[src/design/aes128_pkg.sv]
// Shared types, constants and round functions for the AES-128 encrypt core.
package aes128_pkg;

   localparam int ROUND_COUNT     = 10;
   localparam int CSR_INDEX_WIDTH = 1;

   typedef enum logic [CSR_INDEX_WIDTH-1:0] {
      CSR_KEY_HIGH = 1'b0,
      CSR_KEY_LOW  = 1'b1
   } aes128_csr_index_type;

   typedef struct packed {
      logic [63:0] plain_high;
      logic [63:0] plain_low;
   } aes128_req_type;

   typedef struct packed {
      logic [63:0] cipher_high;
      logic [63:0] cipher_low;
   } aes128_rsp_type;

   // What moves from one round cell to the next: state and the round key it used.
   typedef struct packed {
      logic [127:0] state;
      logic [127:0] round_key;
   } aes128_stage_type;

   localparam logic [7:0] RCON [ROUND_COUNT] = '{
      8'h01, 8'h02, 8'h04, 8'h08, 8'h10, 8'h20, 8'h40, 8'h80, 8'h1b, 8'h36
   };

   localparam logic [7:0] SBOX [256] = '{
      8'h63,8'h7c,8'h77,8'h7b,8'hf2,8'h6b,8'h6f,8'hc5,8'h30,8'h01,8'h67,8'h2b,8'hfe,8'hd7,8'hab,8'h76,
      8'hca,8'h82,8'hc9,8'h7d,8'hfa,8'h59,8'h47,8'hf0,8'had,8'hd4,8'ha2,8'haf,8'h9c,8'ha4,8'h72,8'hc0,
      8'hb7,8'hfd,8'h93,8'h26,8'h36,8'h3f,8'hf7,8'hcc,8'h34,8'ha5,8'he5,8'hf1,8'h71,8'hd8,8'h31,8'h15,
      8'h04,8'hc7,8'h23,8'hc3,8'h18,8'h96,8'h05,8'h9a,8'h07,8'h12,8'h80,8'he2,8'heb,8'h27,8'hb2,8'h75,
      8'h09,8'h83,8'h2c,8'h1a,8'h1b,8'h6e,8'h5a,8'ha0,8'h52,8'h3b,8'hd6,8'hb3,8'h29,8'he3,8'h2f,8'h84,
      8'h53,8'hd1,8'h00,8'hed,8'h20,8'hfc,8'hb1,8'h5b,8'h6a,8'hcb,8'hbe,8'h39,8'h4a,8'h4c,8'h58,8'hcf,
      8'hd0,8'hef,8'haa,8'hfb,8'h43,8'h4d,8'h33,8'h85,8'h45,8'hf9,8'h02,8'h7f,8'h50,8'h3c,8'h9f,8'ha8,
      8'h51,8'ha3,8'h40,8'h8f,8'h92,8'h9d,8'h38,8'hf5,8'hbc,8'hb6,8'hda,8'h21,8'h10,8'hff,8'hf3,8'hd2,
      8'hcd,8'h0c,8'h13,8'hec,8'h5f,8'h97,8'h44,8'h17,8'hc4,8'ha7,8'h7e,8'h3d,8'h64,8'h5d,8'h19,8'h73,
      8'h60,8'h81,8'h4f,8'hdc,8'h22,8'h2a,8'h90,8'h88,8'h46,8'hee,8'hb8,8'h14,8'hde,8'h5e,8'h0b,8'hdb,
      8'he0,8'h32,8'h3a,8'h0a,8'h49,8'h06,8'h24,8'h5c,8'hc2,8'hd3,8'hac,8'h62,8'h91,8'h95,8'he4,8'h79,
      8'he7,8'hc8,8'h37,8'h6d,8'h8d,8'hd5,8'h4e,8'ha9,8'h6c,8'h56,8'hf4,8'hea,8'h65,8'h7a,8'hae,8'h08,
      8'hba,8'h78,8'h25,8'h2e,8'h1c,8'ha6,8'hb4,8'hc6,8'he8,8'hdd,8'h74,8'h1f,8'h4b,8'hbd,8'h8b,8'h8a,
      8'h70,8'h3e,8'hb5,8'h66,8'h48,8'h03,8'hf6,8'h0e,8'h61,8'h35,8'h57,8'hb9,8'h86,8'hc1,8'h1d,8'h9e,
      8'he1,8'hf8,8'h98,8'h11,8'h69,8'hd9,8'h8e,8'h94,8'h9b,8'h1e,8'h87,8'he9,8'hce,8'h55,8'h28,8'hdf,
      8'h8c,8'ha1,8'h89,8'h0d,8'hbf,8'he6,8'h42,8'h68,8'h41,8'h99,8'h2d,8'h0f,8'hb0,8'h54,8'hbb,8'h16
   };

   function automatic logic [7:0] xtime(input logic [7:0] b);
      return {b[6:0], 1'b0} ^ (b[7] ? 8'h1b : 8'h00);
   endfunction

   // SubBytes and ShiftRows; byte i is column i/4, row i%4, byte 0 in the top bits.
   function automatic logic [127:0] sub_shift(input logic [127:0] s);
      logic [127:0] t;
      t = '0;
      for (int c = 0; c < 4; c++) begin
         for (int r = 0; r < 4; r++) begin
            t[127-8*(c*4+r) -: 8] = SBOX[s[127-8*(((c+r)%4)*4+r) -: 8]];
         end
      end
      return t;
   endfunction

   function automatic logic [127:0] mix_columns(input logic [127:0] t);
      logic [127:0] m;
      logic [7:0]   a0, a1, a2, a3, all;
      m = '0;
      for (int c = 0; c < 4; c++) begin
         a0  = t[127-8*(c*4)   -: 8];
         a1  = t[127-8*(c*4+1) -: 8];
         a2  = t[127-8*(c*4+2) -: 8];
         a3  = t[127-8*(c*4+3) -: 8];
         all = a0 ^ a1 ^ a2 ^ a3;
         m[127-8*(c*4)   -: 8] = a0 ^ all ^ xtime(a0 ^ a1);
         m[127-8*(c*4+1) -: 8] = a1 ^ all ^ xtime(a1 ^ a2);
         m[127-8*(c*4+2) -: 8] = a2 ^ all ^ xtime(a2 ^ a3);
         m[127-8*(c*4+3) -: 8] = a3 ^ all ^ xtime(a3 ^ a0);
      end
      return m;
   endfunction

   // One step of the key schedule: four words from the previous round key.
   function automatic logic [127:0] next_key(input logic [127:0] k, input logic [7:0] rc);
      logic [31:0] tw, n0, n1, n2, n3;
      tw = {SBOX[k[23:16]] ^ rc, SBOX[k[15:8]], SBOX[k[7:0]], SBOX[k[31:24]]};
      n0 = k[127:96] ^ tw;
      n1 = k[95:64]  ^ n0;
      n2 = k[63:32]  ^ n1;
      n3 = k[31:0]   ^ n2;
      return {n0, n1, n2, n3};
   endfunction

endpackage

[src/design/aes128_round_cell.sv]
// One AES round cell: expands its round key and applies one round to the state.
module aes128_round_cell (
   input  logic                       clock,
   input  logic                       reset,
   input  logic [7:0]                 rcon,
   input  logic                       last_round,
   input  logic                       up_valid,
   output logic                       up_ready,
   input  aes128_pkg::aes128_stage_type up_data,
   output logic                       dn_valid,
   input  logic                       dn_ready,
   output aes128_pkg::aes128_stage_type dn_data
);

   logic                         valid_ff, valid_in;
   aes128_pkg::aes128_stage_type stage_ff, stage_in;
   logic [127:0]                 key_next;
   logic [127:0]                 shifted;

   // an empty cell always takes a transfer, so bubbles close up
   assign up_ready = !valid_ff || dn_ready;

   always_comb begin
      key_next = aes128_pkg::next_key(up_data.round_key, rcon);
      shifted  = aes128_pkg::sub_shift(up_data.state);
      valid_in = up_ready ? up_valid : valid_ff;
      stage_in.round_key = key_next;
      if (last_round) begin
         stage_in.state = shifted ^ key_next;
      end else begin
         stage_in.state = aes128_pkg::mix_columns(shifted) ^ key_next;
      end
   end

   always_ff @(posedge clock) begin
      if (reset) begin
         valid_ff <= 1'b0;
      end else begin
         valid_ff <= valid_in;
      end
   end

   always_ff @(posedge clock) begin
      if (up_ready && up_valid) begin
         stage_ff <= stage_in;
      end
   end

   assign dn_valid = valid_ff;
   assign dn_data  = stage_ff;

endmodule
[config.mk]
export PLATFORM = sky130hd
export DESIGN_NAME = aes128_round_cell
export DESIGN_NICKNAME = d
export VERILOG_FILES = /design/src/design/aes128_pkg.sv /design/src/design/aes128_round_cell.sv
export SDC_FILE = /design/constraint.sdc
export NUM_CORES = 2
export LEC_CHECK = 0
export ABC_CLOCK_PERIOD_IN_PS = 6700
export BUFFER_PORTS_ARGS = -buffer_cell sky130_fd_sc_hd__buf_2
export CELL_PAD_IN_SITES_DETAIL_PLACEMENT = 0
export CELL_PAD_IN_SITES_GLOBAL_PLACEMENT = 1
export CORE_MARGIN = 1
export CORE_UTILIZATION = 30
export CTS_CLUSTER_SIZE = 10
export DETAILED_ROUTE_END_ITERATION = 10
export PLACE_DENSITY_LB_ADDON = 0.1
export SLEW_MARGIN = 20
export SYNTH_ARGS = -nofsm -noshare
export SYNTH_HDL_FRONTEND = slang
export SYNTH_SLANG_ARGS = --single-unit
[constraint.sdc]
create_clock -name clock -period 6.7 [get_ports clock]
set_clock_uncertainty 0.1 [all_clocks]
set_input_delay 0.67 -clock clock [delete_from_list [all_inputs] [get_ports clock]]
set_output_delay 0.67 -clock clock [all_outputs]
set_load 0.05 [all_outputs]
==> metrics <==
status complete, no violations; Post-synth EDFFs ~260; Placer Congestion 1.02; Post-Syn Instances 11,593; worst path cell trace buf_2 > buf_4 > ha_1 > inv_1 > mux4_2 > mux4_2 > o221ai_1 > o31ai_1 > buf_4 > xnor2_1 > xnor3_1 > xnor2_1 > mux2i_1 > xnor2_1; R2R Setup Slk about 4.2 ns; sequential power share 16.0%; syn_nets roughly 12,000; routed len/inst ~34 µm; power share of the clock group roughly an eighth; clock sinks 257; R2R cell count 3; Syn-to-layout area delta 7.62%; most common cell after layout, fill and taps aside o21ai_0; sequential-to-total area share from yosys stat 9.02%; Initial Util a little under a third; Final Max Slew Viols 0; startpoint types primary input; cts hold-fix bufs 1; crit end category register; IO buf count 526; max incr delay on CP roughly 0.85 ns; mean area per synthesized cell between 7 and 8 µm²; vias in the first global route about 94,000; Yosys reg bits 257; max_slew headroom ~15%; CTS buffer count 42; fin crit share between 80% and 90%; share of post-route cells with drive strength above 1 about 16%; Final Core Density between 30% and 40%; Mapped Area approximately 0.085 mm²; grt ovf 0; worst r2r dst dn_data[218]$_DFFE_PP_; Core ar. 0.283 mm²; switch share between 50% and 60%; Setup-failing EPs final 0; Sw Pwr slightly above 10 mW; Synth Flop Type edfxtp_1; IO Pins approximately 530; kind of critical path in2reg; start point of the worst min-delay path up_valid; CP Data Arrival Time 6.21 ns; Max-Cap Viols 0; Die ar. 0.287 mm²; Die X-Extent 536 µm; clk buf depth 3; Via density just under 7; placed insts approximately 15,000; Critical Path Most Common Cell xnor2_1; DR vias around 100k; Internal about 8.2 mW; RR Startpoint dn_valid$_SDFFE_PP0N_; CTS H-Tree Depth 2; Routed Antenna Nets 0; Pwr Density ~200 mW/mm²; Final min period roughly 6.0 ns; DRC 0; launch point of the worst path up_data[248]; CTS tree built; post-route insts no fill 15,046; post-synthesis async set-or-reset flop share 0%; YS warnings 0; CP required a little under 7 ns; # Post-CTS Setup Buffers 0; initial drt markers around 16,000; Lkg Pwr ~34 nW; aggregate global-route resource usage about a third; most frequent cells in the layout 868 x o21ai_0, 866 x nand2_1, 860 x a21oi_1; Nets roughly 12,000; clock slew at reported path FFs 0.06 ns; Max Freq between 150 and 200 MHz; global-route wire length before repair approximately 720,000 µm; # rows between 150 and 200; clock tree root buffer cell clkbuf_16; WHS between 0.1 and 0.15 ns; CP Max Fanout 39; Hold WC Path Type in2reg; worst setup path end dn_data[225]$_DFFE_PP_; Logic pwr share between 70% and 80%; largest net degree at the start of global routing about 120; critical path's slowest cell mux2i_1; first-pass iteration count of the detailed router 9; Netlist cell types approximately 110; Setup TNS Final 0 ns; initial antenna violation count 84; Clock Latency Late Sink just under 0.7 ns; Tightest Pin Transition between 1 and 1.5 ns; RSZ-0062 raised after global routing no; Post-DP HPWL about 370,000 µm; Chip Height ~540 µm; Post-Route WL 506,000 µm; maximum VDD drop between 0.0002 and 0.00025 V; Post-CTS Resized 0; final hold violation count 0
[cell families after synthesis]
logic type / Yosys count / share of synthesized area [%]
buffers and inverters: 1686 / 8.57
XOR/XNOR: 653 / 8.64
flip-flops: 257 / 9.02
adder cells (fa/ha/maj): 298 / 4.36
AO/OA/AOI/OAI: 4156 / 33.3
AND/OR/NAND/NOR: 3898 / 23.1
multiplexers: 645 / 13.0
[area by class of cell]
cell class	count	area (µm²)
fill	30672	191000
multi-input combinational	9650	70600
sequential	257	7710
timing repair buffer	1008	6480
tap	3743	4680
clock buffer	45	1060
inverter	267	1010
clock inverter	31	340
antenna	45	113
[synth_stat cells (141+ instances only)]
cell type / number / area, µm²
nand2b_1: 416 / 2600
nor2_1: 784 / 2940
ha_1: 297 / 3720
a311oi_1: 200 / 1750
a21oi_1: 861 / 4310
mux4_2: 366 / 8240
nand2_1: 866 / 3250
nor3_1: 388 / 1940
buf_2: 499 / 2500
o211ai_1: 200 / 1500
or2_2: 141 / 882
a211oi_1: 234 / 1760
xnor2_1: 317 / 2780
nor2b_1: 349 / 2180
xor2_1: 203 / 1780
o311ai_0: 177 / 1550
edfxtp_1: 256 / 7690
o31ai_1: 150 / 1130
nand3_1: 333 / 1670
mux2i_1: 207 / 2070
a31oi_1: 277 / 1730
o21ai_0: 868 / 4340
clkbuf_1: 728 / 2730
inv_1: 218 / 818
[sequential cells by signal, summed over array words and instances (netlist names)]
register	count
dn_valid	1
dn_data	256
[worst max-delay path: cells and delay by family]
kind	cells	cell delay, ns
compound gates	2	0.45
xor+xnor	4	1.52
fa+ha+maj	1	0.77
buf+inv	4	0.90
mux	3	1.85
[power groups by stage]
stage                     sequential [mW]  combinational [mW]  clock, mW
after CTS                            2.92                12.7       2.50
after floorplan                      4.19                6.70          0
after global routing                 2.94                13.5       2.53
after global placement               2.97                12.8          0
final                                2.94                13.0       2.42
after detailed placement             2.94                12.7          0
[how the worst min path moves through the flow]
| stage | slack [ns] | cells after the start | to |
|---|---|---|---|
| CTS | 0.08 | 3 | dn_valid$_SDFFE_PP0N_ |
| floorplan | 0.64 | 1 | dn_valid$_SDFFE_PP0N_ |
| finish | 0.12 | 3 | dn_valid$_SDFFE_PP0N_ |
| global placement | 0.41 | 2 | dn_valid$_SDFFE_PP0N_ |
| global route | 0.12 | 3 | dn_valid$_SDFFE_PP0N_ |
| detailed placement | 0.42 | 2 | dn_valid$_SDFFE_PP0N_ |
[layer usage]
layer	share of wire [%]	wire length, µm	vias up	track usage (%)
met5	0.056	282	-	0
met3	10	52100	1260	7.08
met2	44	221000	7022	51.1
li1	-	-	43412	-
met1	39	197000	49886	43.3
met4	7.0	35300	44	19.8
[through the flow]
| stage | total power [mW] | setup WS [ns] | cell area, µm² |
|---|---|---|---|
| after floorplan | 10.9 | 1.77 | 85500 |
| after global placement | 15.8 | 0.000854 | 90400 |
| after detailed placement | 15.6 | 0.103 | 90500 |
| after CTS | 18.2 | 0.872 | 91900 |
| after global routing | 19.0 | 0.779 | 92000 |
| final | 18.3 | 0.723 | 92000 |
(Power assumes the default switching activity.)
